## src/rtl/gnpm_ram.sv

```systemverilog
// generic single write port ram with registered read
`default_nettype none

module gnpm_ram #(
  parameter int WIDTH = 8,
  parameter int DEPTH = 64
) (
  input  wire logic                     clk,
  input  wire logic                     we,
  input  wire logic [$clog2(DEPTH)-1:0] waddr,
  input  wire logic [WIDTH-1:0]         wdata,
  input  wire logic [$clog2(DEPTH)-1:0] raddr,
  output logic      [WIDTH-1:0]         rdata
);

  logic [WIDTH-1:0] mem [DEPTH];

  always_ff @(posedge clk) begin
    if (we) begin
      mem[waddr] <= wdata;
    end
    rdata <= mem[raddr];
  end

endmodule

`default_nettype wire

```

## config.mk

```make
export PLATFORM = sky130hd
export DESIGN_NAME = gnpm_ram
export DESIGN_NICKNAME = d
export VERILOG_FILES = /design/src/rtl/gnpm_ram.sv
export SDC_FILE = /design/constraint.sdc
export NUM_CORES = 1
export LEC_CHECK = 0
export BUFFER_PORTS_ARGS = -buffer_cell sky130_fd_sc_hd__buf_2
export CORE_ASPECT_RATIO = 1.5
export CORE_MARGIN = 1
export CORE_UTILIZATION = 40
export DETAILED_ROUTE_END_ITERATION = 16
export GPL_TIMING_DRIVEN = 0
export PLACE_DENSITY = 0.52
export SETUP_SLACK_MARGIN = 0.5
export SKIP_LAST_GASP = 1
export SLEW_MARGIN = 20
export SYNTH_ARGS = -nofsm -noshare
export SYNTH_HDL_FRONTEND = slang
export SYNTH_SLANG_ARGS = --single-unit
export TNS_END_PERCENT = 5
```

## constraint.sdc

```tcl
create_clock -name clk -period 2.1 [get_ports clk]
set_input_delay 0.21 -clock clk [delete_from_list [all_inputs] [get_ports clk]]
set_output_delay 0.21 -clock clk [all_outputs]
set_load 0.1 [all_outputs]
```

==> impl_metrics.csv <==
group,metric,value,unit
floorplanning,row_count,100,
power_and_ir_drop,ir_drop,0.000551,V
power_and_ir_drop,p_leak,7.15,nW
critical_path,path_cells,"mux4_2, mux4_2, o21ai_4, o41ai_4",
route,route.met3.wl,2200,um
power_and_ir_drop,pwr-share-comb,6.6,%
critical_path,r2r_cells,4,
floorplanning,coreArea,49700,sq um
timing,rsz0062_at_grt,"yes",
synth,ys_types,40,
synth,synthTopCellsByCount,"edfxtp_1 (512), mux4_2 (126), nor2_1 (83)",
synth,synthTopCellsByArea,"edfxtp_1 (76%), mux4_2 (14%), nor2_1 (1.5%)",
global_routing,gr-usage-all-layers,21.3,%
synth,postSynthAreaPerCell,21.5,sq um
route,drt-wirelength-per-cell,30.7,um
route,vias_per_cell,5.67,
route,ant_nets,0,
final_layout,area_delta_synth_final,15.7,%
synth,synth.most_common_cell,"edfxtp_1",
clock_network,clkSinkCount,520,
route,drtPass1Iterations,5,
power_and_ir_drop,switching_power,4.83,mW
power_and_ir_drop,p_clk_share,40.7,%
clock_network,ctsLongestPathBuffers,3,
floorplanning,pin_count,30,
hold_path,whs_path_depth,2,
final_layout,fin_nets,1040,
clock_network,htreeDepth,2,
synth,yosys.area.top_type_share,76.2,%
critical_path,required,2.53,ns
power_and_ir_drop,p_int,17.0,mW
power_and_ir_drop,swShare,22.2,%
timing,slew_violations,0,
synth,ys_warn_count,0,
global_routing,grt_max_degree,65,
timing,relSlewSlack,40.5,%
route,wl_met1,20300,um
global_routing,grt_pass1_vias,10366,
synth,syn_inst,940,
hold_path,min-delay-start,"raddr[5]",
timing,setup_violations,0,
clock_network,clockRootBuffer,"clkbuf_16",
route,dr.max_layer_used,"met5",
global_routing,grt-ovfl-total,0,
critical_path,crit_arrival,2.39,ns
power_and_ir_drop,seqPwrFrac,52.7,%
critical_path,crit_start,"mem[39][5]",
critical_path,slowest_delay,0.59,ns
power_and_ir_drop,p_per_area,935,nW/um^2
synth,synth_area_leader_cell,"edfxtp_1",
synth,syn_nets,962,
floorplanning,die_h,277,um
clock_network,cts_made_buffers,49,
critical_path,r2r_start,"mem[39][5]",
route,drc,0,
outcome,status,"completed",
critical_path,path_max_fanout,1,
synth,ys_seq_elements,520,
route,dr_wl_met2,28800,um
place,gp_congestion,0.839,
timing,worst_pin_slew,0.889,ns
hold_path,hold_path.class,"in2reg",
synth,synth_ff_type,"edfxtp_1",
clock_network,clk_pin_slew,0.06,ns
place,io_buffers,21,
route,wirelength,52800,um
critical_path,crit_slowest_cell,"mux4_2",
floorplanning,die_w,185,um
global_routing,grt_antenna_before_repair,2,
synth,async_reset_ff_share,0,%
timing,holdWs,0.0690,ns
route,num_vias,9770,
timing,hold_viol,0,
global_routing,grt_pass1_wl,75800,um
critical_path,cpMostUsedCell,"mux4_2",
synth,synth_area,20200,sq um
final_layout,drive_above_1_share,33.6,%
run,drv_cap,0,
timing,fmax,0.508,GHz
critical_path,crit_type,"reg2reg",
place,dp_hpwl,34800,um
synth,synth_seq_area_share,77.0,%
critical_path,end_kind,"register",
critical_path,critPathLaunchType,"register",
timing,fin_skew,0.0219,ns
timing,fin_tns_setup,0,ns
clock_network,cts_tree,"built",
route,drtIter0Drc,851,
floorplanning,dieArea,51300,sq um
timing,final.period_utilization,93.7,%
timing,fin_crit,1.97,ns
synth,synth_edf_count,512,
floorplanning,initial_core_util,40.6,%
clock_network,worstSkewPairLatency,0.58,ns
==> power by group through the flow <==
stage / Sequential (mW) / Combinational [mW] / Clock [mW]
CTS: 11.5 / 1.43 / 9.01
finish: 11.5 / 1.44 / 8.88
detailed placement: 11.7 / 1.37 / 0
global placement: 11.7 / 1.33 / 0
global route: 11.5 / 1.51 / 9.34
floorplan: 11.9 / 0.628 / 0
==> stage by stage <==
step	setup WS, ns	power (mW)	instance area, sq um	util, %	instances
final	0.131	21.8	23300	47.0	1722
after global routing	0.100	22.3	23300	47.0	1721
after CTS	0.0708	22.0	23200	46.6	1721
after detailed placement	-0.948	13.1	21300	42.8	1628
after global placement	-0.993	13.1	21200	42.6	1624
after floorplan	0.342	12.5	20200	-	940
==> path summary, 6_finish.rpt <==
check | slack (ns) | endpoint
setup reg to reg | 0.13 | rdata[5]
hold / removal | 0.07 | rdata[5]
hold reg to reg | 0.93 | rdata[0]
setup / recovery | 0.13 | rdata[5]
==> registers in the layout (all words and copies together) (netlist names) <==
name,cells
rdata,8
mem,512
==> layer usage <==
metal | vias to the layer above | global-route usage (%)
li1 | 4089 | -
met1 | 5290 | 26.6
met2 | 310 | 38.1
met3 | 79 | 2.52
met4 | 2 | 7.18
met5 | - | 0
==> final cells by class <==
cell class,instances,area (sq um)
clock buffers,64,1310
well taps,663,830
repair buffers,27,223
clock inverters,27,274
multi-input cells,369,4760
fillers,4174,26300
flip-flops and latches,520,15500
plain buffers,51,393
diodes,1,2.50
==> cell usage in the layout (no fill, tap or decap), drive strengths merged, types with 2 or more instances in the layout <==
| cell type | count |
|---|---|
| o221a | 2 |
| a22oi | 3 |
| a211oi | 4 |
| mux2i | 23 |
| a221oi | 6 |
| o22ai | 8 |
| o32ai | 2 |
| nand2b | 7 |
| o41ai | 2 |
| edfxtp | 512 |
| bufinv | 5 |
| mux2 | 13 |
| o2111ai | 3 |
| nand3b | 3 |
| o21ai | 4 |
| o2bb2ai | 3 |
| nand4 | 2 |
| nand3 | 13 |
| clkinv | 21 |
| clkbuf | 82 |
| mux4 | 126 |
| nor3 | 7 |
| buf | 59 |
| o21a | 2 |
| o221ai | 8 |
| a21oi | 3 |
| nor2b | 14 |
| dfxtp | 8 |
| nor4 | 2 |
| a2111oi | 2 |
| nor2 | 83 |
| nand2 | 19 |
==> kinds of logic after synthesis <==
group                  Yosys count  share of synthesized area, %
AOI/OAI and AO/OA               54                          2.07
buffers and inverters           51                          1.57
DFF                            520                          77.0
muxes                          162                          15.9
and+or+nand+nor                153                          3.39
==> worst max-delay path: cells and delay by family (launching register included) <==
kind,cells,cell delay (ns)
multiplexers,2,1.12
flip-flops,1,0.36
AO/OA/AOI/OAI,2,0.34
==> what timing repair did <==
| action | 4_1_cts | 5_1_grt |
|---|---|---|
| endpoints found under the setup margin | 520 | 481 |
| pin swaps | 5 | 0 |
| buffers inserted | 1 | 0 |
| hold buffers | 1 | 0 |
| resized for setup | 77 | 45 |
| endpoints found under the hold margin | 8 | 0 |
(Power assumes the default switching activity.)
