## config.mk

```make
export PLATFORM = sky130hd
export DESIGN_NAME = gnpm_dist
export DESIGN_NICKNAME = d
export VERILOG_FILES = /design/src/rtl/gnpm_pkg.sv /design/src/rtl/gnpm_dist.sv
export SDC_FILE = /design/constraint.sdc
export NUM_CORES = 1
export LEC_CHECK = 0
export ABC_CLOCK_PERIOD_IN_PS = 8720
export BUFFER_PORTS_ARGS = -buffer_cell sky130_fd_sc_hd__buf_2
export CAP_MARGIN = 20
export CORE_MARGIN = 2
export CORE_UTILIZATION = 39
export DETAILED_ROUTE_END_ITERATION = 8
export SYNTH_ARGS = -nofsm -noshare
export SYNTH_HDL_FRONTEND = slang
export SYNTH_SLANG_ARGS = --single-unit
```

## constraint.sdc

```tcl
create_clock -name clk -period 8.72 [get_ports clk]
set_clock_uncertainty 0.05 [all_clocks]
set_input_delay 0.436 -clock clk [delete_from_list [all_inputs] [get_ports clk]]
set_output_delay 0.436 -clock clk [all_outputs]
set_load 0.05 [all_outputs]
```

## src/rtl/gnpm_pkg.sv

```systemverilog
// shared types and constants of the greedy nearest point matcher
`default_nettype none

package gnpm_pkg;

  localparam int MAX_POINTS_DEF = 64;
  localparam int COORD_BITS_DEF = 16;
  localparam int IN_W           = 16;
  localparam int ROW_W          = 6;

  typedef enum logic [3:0] {
    ST_IDLE,
    ST_PERM_RD,
    ST_MOV_RD,
    ST_DIFF,
    ST_SQ,
    ST_CMP,
    ST_SWAP_A,
    ST_SWAP_B,
    ST_EMIT
  } state_t;

  // control of the shared distance unit
  typedef struct packed {
    logic       load;
    logic       sq;
    logic [1:0] axis;
  } dist_ctl_t;

endpackage

`default_nettype wire

```

## src/rtl/gnpm_dist.sv

```systemverilog
// shared squared distance unit: one multiplier, one axis per cycle
`default_nettype none

module gnpm_dist
  import gnpm_pkg::*;
#(
  parameter int COORD_BITS = COORD_BITS_DEF
) (
  input  wire logic                        clk,
  input  wire dist_ctl_t                   ctl,
  input  wire logic [3*COORD_BITS-1:0]     tgt,
  input  wire logic [3*COORD_BITS-1:0]     mov,
  output logic      [2*COORD_BITS+3:0]     sq_sum
);

  localparam int DW    = COORD_BITS + 1;
  localparam int PW    = 2 * DW;
  localparam int SUM_W = PW + 2;

  logic signed [DW-1:0]    diff_r [3];
  logic        [PW-1:0]    prod_r;
  logic        [SUM_W-1:0] acc_r;
  logic signed [DW-1:0]    dsel;
  logic signed [PW-1:0]    sq;

  always_comb begin
    case (ctl.axis)
      2'd0:    dsel = diff_r[0];
      2'd1:    dsel = diff_r[1];
      2'd2:    dsel = diff_r[2];
      default: dsel = diff_r[0];
    endcase
  end

  assign sq     = dsel * dsel;
  assign sq_sum = acc_r + SUM_W'(prod_r);

  always_ff @(posedge clk) begin
    if (ctl.load) begin
      for (int c = 0; c < 3; c++) begin
        diff_r[c] <= $signed({tgt[c*COORD_BITS + COORD_BITS-1],
                              tgt[c*COORD_BITS +: COORD_BITS]})
                   - $signed({mov[c*COORD_BITS + COORD_BITS-1],
                              mov[c*COORD_BITS +: COORD_BITS]});
      end
    end
    if (ctl.sq) begin
      prod_r <= $unsigned(sq);
      // first axis drops the stale product of the previous candidate
      acc_r  <= (ctl.axis == 2'd0) ? '0 : acc_r + SUM_W'(prod_r);
    end
  end

endmodule

`default_nettype wire

```

==> results.cfg, run 1 <==
[status]
outcome = complete, no violations

[floorplan]
start_util_pct = 39.3
die_h_um = 217
rows = 78
io_pins = 137
fp.coreArea_um2 = 45100
die_w_um = 217
die_area_um2 = 47100

[global_routing]
grt_usage_pct = 18.2
grt_overflow_total = 0
use_met3_pct = 2.88
grt_use_met1_pct = 23.9
gr-usage-met2_pct = 30.6
grt_max_degree = 70
grt_pass1_wl_um = 67600
busiest_layer = met2
antenna_found_initial = 0
grt_pass1_vias = 13500

[logic_synthesis]
synth_cell_types = 68
avgSynthCellArea_um2 = 9.63
syn_inst = 1839
async_flop_share_pct = 0
synth_edf_count = 120
ys_ff_latch = 120
yosys_warnings = 0
yosysSeqAreaShare_pct = 20.4
synth_nets = 2381
ys.flop_type = edfxtp_1
synth_area_um2 = 17700

[finish]
drive_gt1_share_pct = 11.2
diodes = 0
area_delta_synth_final_pct = 11.9
layout_common_cells = inv_1 (399), fa_1 (268), ha_1 (173)
fillers = 4353
nNetsFinal = 2530
final_common_cell = inv_1

[timing]
tns_ps = 0
setup_viol = 0
max-slew-margin-rel_pct = 42.5
hold_viol_final = 0
worst_pin_slew_ps = 862
rsz0062_at_grt = no
post-route-period-util_pct = 90.6
slew_violations = 0
fin_crit_ps = 7900
max_freq_mhz = 127

[worst_setup_path]
critical_path_peak_fanout = 31
crit_type = in -> reg
slowest_delay_ps = 840
cp-end-kind = register
crit_top_cell = fa_1
cp-start-kind = input pin
cp_data_required_time_ps = 8850
cp.arrival_ps = 8040
crit_slowest_cell = ha_1

[job]
drv_cap = 0

[hold_path]
hp-class = in -> reg

[routing]
viasPerCell = 4.88
first_pass_iters = 5
drt-total-wl_um = 40800
num_vias = 12700
drc_errors = 0
drtIter0Drc = 621
drtAntennaViolNets = 0
drt-wirelength-per-cell_um = 15.7

[clocking]
cts-root-buf = clkbuf_16
cts-resized-gates = 0
cts_buffers = 17
cts_hold_buf = 0
insertion_delay_ps = 450
htreeDepth = 4
clk_pin_slew_ps = 70
cts_tree = done
cts.path.max_buffers = 2
postCtsSetupRepairBufs = 0
clock-sinks = 120

[placed_design]
port_buffers = 136
dpl.hpwl_um = 34400
gp_congestion = 0.925
worst max-delay path, delay by kind of cell:
family | cells | cell delay [ps]
XOR/XNOR | 1 | 90
AND/OR/NAND/NOR | 4 | 990
AO/OA/AOI/OAI | 7 | 1750
adder cells (fa/ha/maj) | 8 | 4100
buffers and inverters | 5 | 650
flip-flops by register name, indices dropped and copies added (netlist names):
| register | count |
|---|---|
| diff_r | 51 |
| acc_r | 36 |
| prod_r | 33 |
worst paths after layout:
| path | slack [ps] | to | startpoint | depth (start not counted) |
|---|---|---|---|---|
| worst max-delay path | 820 | prod_r[33] | ctl[0] | 25 |
| worst max register to register | 1400 | prod_r[33] | diff_r[0][48] | 24 |
| worst min register to register | 670 | acc_r[0] | acc_r[0] | 2 |
| worst min-delay path | 260 | diff_r[0][10] | ctl[3] | 1 |
cell usage after synthesis (all sizes together), types with 5 or more instances:
cell | count | share of area (%)
nand2 | 130 | 2.8
a31o | 5 | 0.25
o31ai | 5 | 0.24
o21a | 9 | 0.38
nand2b | 13 | 0.46
a21oi | 84 | 2.4
clkinv | 6 | 0.13
a21boi | 11 | 0.51
ha | 173 | 12
and2 | 30 | 1.1
a22oi | 17 | 0.72
a31oi | 8 | 0.28
edfxtp | 120 | 20
a2111oi | 7 | 0.35
inv | 399 | 8.5
o21bai | 8 | 0.34
nor2b | 20 | 0.71
and3 | 9 | 0.32
nand3 | 22 | 0.62
nor3 | 29 | 0.85
clkbuf | 31 | 0.71
or2 | 6 | 0.21
a21o | 40 | 1.7
o21ai | 55 | 1.6
or3 | 9 | 0.35
xnor2 | 80 | 4.0
xor2 | 29 | 1.4
nor2 | 160 | 3.4
a211oi | 7 | 0.33
fa | 268 | 30
o211ai | 9 | 0.41
routing by layer:
layer | up-vias | share of wire [%]
met3 | 54 | 5.2
met2 | 342 | 47
li1 | 6205 | -
met5 | - | 0
met4 | 0 | 2.2
met1 | 6096 | 46
layout make-up:
| cell class | instances | area, um^2 | area share, % |
|---|---|---|---|
| multi-input cells | 1280 | 12400 | 62.8 |
| flip-flops and latches | 120 | 3600 | 18.2 |
| inverters | 405 | 1520 | 7.68 |
| repair buffers | 164 | 903 | 4.56 |
| well taps | 600 | 751 | 3.79 |
| clock buffers | 18 | 429 | 2.17 |
| clock inverters | 13 | 155 | 0.784 |
cells by family after synthesis:
logic type / synth area share (%)
fa+ha+maj: 42.5
buf+inv: 9.37
simple gates: 11.3
compound gates: 10.9
flops: 20.4
xor+xnor: 5.39
mux: 0.212
through the flow:
step	setup WS [ps]	instances	area (um^2)	hold slack [ps]	utilization, %
finish	816	2600	19800	261	43.9
CTS	912	2599	19800	354	43.9
detailed placement	422	2568	19200	680	42.6
floorplan	1100	1839	17700	498	-
global route	420	2600	19800	261	43.9
global placement	572	2568	19200	617	42.6
Power of run 1 is left out: the tool's default activity adds up to more than one toggle a clock period on the data nets, which glitch-free logic cannot reach.
==> run 2: changes to the inputs <==
--- a/config.mk
+++ b/config.mk
@@ -8,9 +8,12 @@
 export ABC_CLOCK_PERIOD_IN_PS = 8720
 export BUFFER_PORTS_ARGS = -buffer_cell sky130_fd_sc_hd__buf_2
 export CAP_MARGIN = 20
+export CELL_PAD_IN_SITES_DETAIL_PLACEMENT = 2
+export CELL_PAD_IN_SITES_GLOBAL_PLACEMENT = 2
 export CORE_MARGIN = 2
 export CORE_UTILIZATION = 39
 export DETAILED_ROUTE_END_ITERATION = 8
+export PLACE_DENSITY_LB_ADDON = 0.1
 export SYNTH_ARGS = -nofsm -noshare
 export SYNTH_HDL_FRONTEND = slang
 export SYNTH_SLANG_ARGS = --single-unit
==> results.cfg, run 2 (synthesized netlist as in run 1, its figures left out) <==
[status]
outcome = complete, no violations

[routing]
drtAntennaViolNets = 0
top_layer_used = met4
drtIter0Drc = 488
drc_errors = 0
drt-wirelength-per-cell_um = 20.3
first_pass_iters = 4
met1_length_um = 23400
num_vias = 13200
viasPerCell = 5.08
dr_wl_met3_um = 1240
drt-total-wl_um = 52900
wl_met2_um = 27200

[clocking]
insertion_delay_ps = 470
cts.path.max_buffers = 2
cts_tree = done
cts_hold_buf = 0
htreeDepth = 4
cts-resized-gates = 0
clock-sinks = 120
postCtsSetupRepairBufs = 0
cts_buffers = 17
clk_pin_slew_ps = 70
cts-root-buf = clkbuf_16

[worst_setup_path]
crit_type = in -> reg
slowest_delay_ps = 700
crit_slowest_cell = ha_1
cp_top_family = adder cells
cp.arrival_ps = 8340
cp-end-kind = register
crit_buf_inv = 9
crit_top_cell = inv_1
path_depth = 30
r2r_cells = 23
critical_path_peak_fanout = 19
cp-start-kind = input pin
cp_data_required_time_ps = 8860

[hold_path]
min_path_cells = 3
hp-class = in -> reg

[timing]
max_freq_mhz = 122
tns_ps = 0
hold_viol_final = 0
post-route-period-util_pct = 94.0
slew_violations = 0
fin_crit_ps = 8200
rsz0062_at_grt = no
setup_viol = 0
worst_pin_slew_ps = 951
holdWs_ps = 341
max-slew-margin-rel_pct = 36.6

[global_routing]
antenna_found_initial = 0
grt_max_degree = 70
grt_overflow_total = 0
grt_usage_pct = 23.6
grt_pass1_wl_um = 85900
grt_pass1_vias = 15800

[floorplan]
fp.coreArea_um2 = 45100
die_h_um = 217
io_pins = 137
rows = 78
die_area_um2 = 47100
start_util_pct = 39.3
die_w_um = 217

[placed_design]
dpl.hpwl_um = 44900
port_buffers = 136
gp_congestion = 0.823

[finish]
diodes = 0
nNetsFinal = 2532
largest_reg_flops = 51
top_regs = diff_r: 51 flops, acc_r: 36 flops, prod_r: 33 flops
max_flop_register = diff_r
layout_common_cells = inv_1 (399), fa_1 (268), ha_1 (173)
final_common_cell = inv_1
area_delta_synth_final_pct = 11.6
drive_gt1_share_pct = 11.2

[job]
drv_cap = 0
run 2: cell type report:
class	instances	area, um^2
clock buffers	20	437
flip-flops and latches	120	3600
inverters	405	1520
clock inverters	12	103
multi-input cells	1280	12400
repair buffers	166	906
well taps	600	751
fillers	4896	25300
run 2: final timing paths:
path / start / to / slack (ps)
hold / removal: mov[16] / diff_r[0][17] / 340
setup reg to reg: diff_r[0][31] / prod_r[33] / 870
setup / recovery: ctl[1] / prod_r[33] / 520
hold reg to reg: acc_r[35] / acc_r[35] / 700
run 2: through the flow:
step	setup slack [ps]	instance area [um^2]	util, %	cells
after floorplan	1100	17700	-	1839
after global placement	419	19200	42.6	2571
after detailed placement	173	19200	42.6	2571
after CTS	545	19800	43.8	2603
after global routing	137	19800	43.8	2603
final	522	19800	43.8	2603
run 2: worst min-delay path: stages:
cell and delay, ps:
buf_2 80, ha_1 140, inv_1 40
run 2: layer usage:
layer,up-vias,global-route usage [%]
met3,59,2.80
met2,203,43.7
met4,0,6.48
met1,6777,28.9
met5,-,0
li1,6195,-
Power of run 2 is left out for the same reason.
==> run 3: changes to the inputs <==
--- a/config.mk
+++ b/config.mk
@@ -12,6 +12,7 @@
 export CELL_PAD_IN_SITES_GLOBAL_PLACEMENT = 2
 export CORE_MARGIN = 2
 export CORE_UTILIZATION = 39
+export CTS_BUF_LIST = sky130_fd_sc_hd__clkbuf_16
 export DETAILED_ROUTE_END_ITERATION = 8
 export PLACE_DENSITY_LB_ADDON = 0.1
 export SYNTH_ARGS = -nofsm -noshare
==> results.cfg, run 3 (synthesized netlist as in run 1, its figures left out) <==
[worst_setup_path]
cp_data_required_time_ps = 8860
crit_end = prod_r[33]
crit_top_cell = inv_1
cp-start-kind = input pin
critPathLaunch = ctl[1]
cp_top_family = adder cells
critical_path_peak_fanout = 19
crit_buf_inv = 9
cp.arrival_ps = 8340
cp-end-kind = register
crit_slowest_cell = ha_1
r2r-start = diff_r[0][31]
reg2reg_slack_ps = 880
reg2reg_to = prod_r[33]
path_depth = 30
slowest_delay_ps = 700
crit_type = in -> reg
r2r_cells = 23

[floorplan]
rows = 78
die_w_um = 217
fp.coreArea_um2 = 45100
die_area_um2 = 47100
start_util_pct = 39.3
io_pins = 137
die_h_um = 217

[finish]
ff_latch_area_um2 = 3600
final_common_cell = inv_1
top_regs = diff_r: 51 flops, acc_r: 36 flops, prod_r: 33 flops
multi_input_area_um2 = 12400
max_flop_register = diff_r
layout_common_cells = inv_1 (402), fa_1 (268), ha_1 (173)
fillers = 4896
diodes = 0
area_delta_synth_final_pct = 11.6
largest_reg_flops = 51
drive_gt1_share_pct = 11.2
nNetsFinal = 2532

[timing]
post-route-period-util_pct = 94.1
setup_viol = 0
slew_violations = 0
worst_pin_slew_ps = 949
max-slew-margin-rel_pct = 36.7
fin_crit_ps = 8200
rsz0062_at_grt = no
tns_ps = 0
max_freq_mhz = 122
hold_viol_final = 0

[routing]
viasPerCell = 5.09
drtIter0Drc = 485
first_pass_iters = 7
drt-total-wl_um = 52900
drt-wirelength-per-cell_um = 20.3
drtAntennaViolNets = 0
drc_errors = 0
num_vias = 13300

[global_routing]
antenna_found_initial = 0
grt_max_degree = 70
grt_overflow_total = 0
grt_pass1_vias = 15800
grt_usage_pct = 23.6
grt_pass1_wl_um = 85900

[clocking]
insertion_delay_ps = 470
cts.path.max_buffers = 2
cts_buffers = 17
clk_pin_slew_ps = 70
postCtsSetupRepairBufs = 0
cts_tree = done
htreeDepth = 4
cts-root-buf = clkbuf_16
cts_hold_buf = 0
clock-sinks = 120
cts-resized-gates = 0

[placed_design]
dpl.hpwl_um = 44900
port_buffers = 136
gp_congestion = 0.823

[hold_path]
min_path_cells = 3
hp-class = in -> reg

[status]
outcome = complete, no violations

[job]
drv_cap = 0
run 3: cell types whose count changed in the layout (fill, tap and decap cells not counted), sizes merged:
cell    before  now
inv        401  404
clkbuf      20   17
run 3: final cells by class:
class                           count  area share (%)
Multi-Input combinational cell   1280            63.0
Tap cell                          600            3.80
Timing Repair Buffer              166            4.58
Sequential cell                   120            18.2
Inverter                          405            7.69
Clock inverter                     15           0.576
Clock buffer                       17            2.15
run 3: routing by layer:
| layer | up-vias | part of all wire (%) | global-route usage (%) |
|---|---|---|---|
| li1 | 6197 | - | - |
| met1 | 6774 | 44 | 28.8 |
| met2 | 224 | 52 | 43.7 |
| met3 | 61 | 2.6 | 2.80 |
| met4 | 0 | 2.0 | 6.48 |
| met5 | - | 0 | 0 |
run 3: how the worst min path moves through the flow:
stage	startpoint	endpoint	slack (ps)
after global routing	mov[32]	diff_r[0][34]	340
after global placement	acc_r[0]	acc_r[0]	620
after floorplan	ctl[2]	acc_r[0]	500
after detailed placement	acc_r[0]	acc_r[0]	670
after CTS	mov[16]	diff_r[0][17]	320
final	mov[16]	diff_r[0][17]	340
run 3: per-stage QoR:
step / setup WS [ps] / hold WS (ps) / util [%] / std cells / cell area (um^2)
finish: 518 / 341 / 43.8 / 2603 / 19800
global route: 137 / 345 / 43.8 / 2603 / 19800
CTS: 545 / 319 / 43.8 / 2603 / 19800
detailed placement: 173 / 668 / 42.6 / 2571 / 19200
global placement: 419 / 620 / 42.6 / 2571 / 19200
floorplan: 1100 / 498 / - / 1839 / 17700
run 3: worst min-delay path: cells and delay by family:
family | cells | cell delay (ps)
adders and majority gates | 1 | 140
buffers and inverters | 2 | 120
Power of run 3 is left out for the same reason.
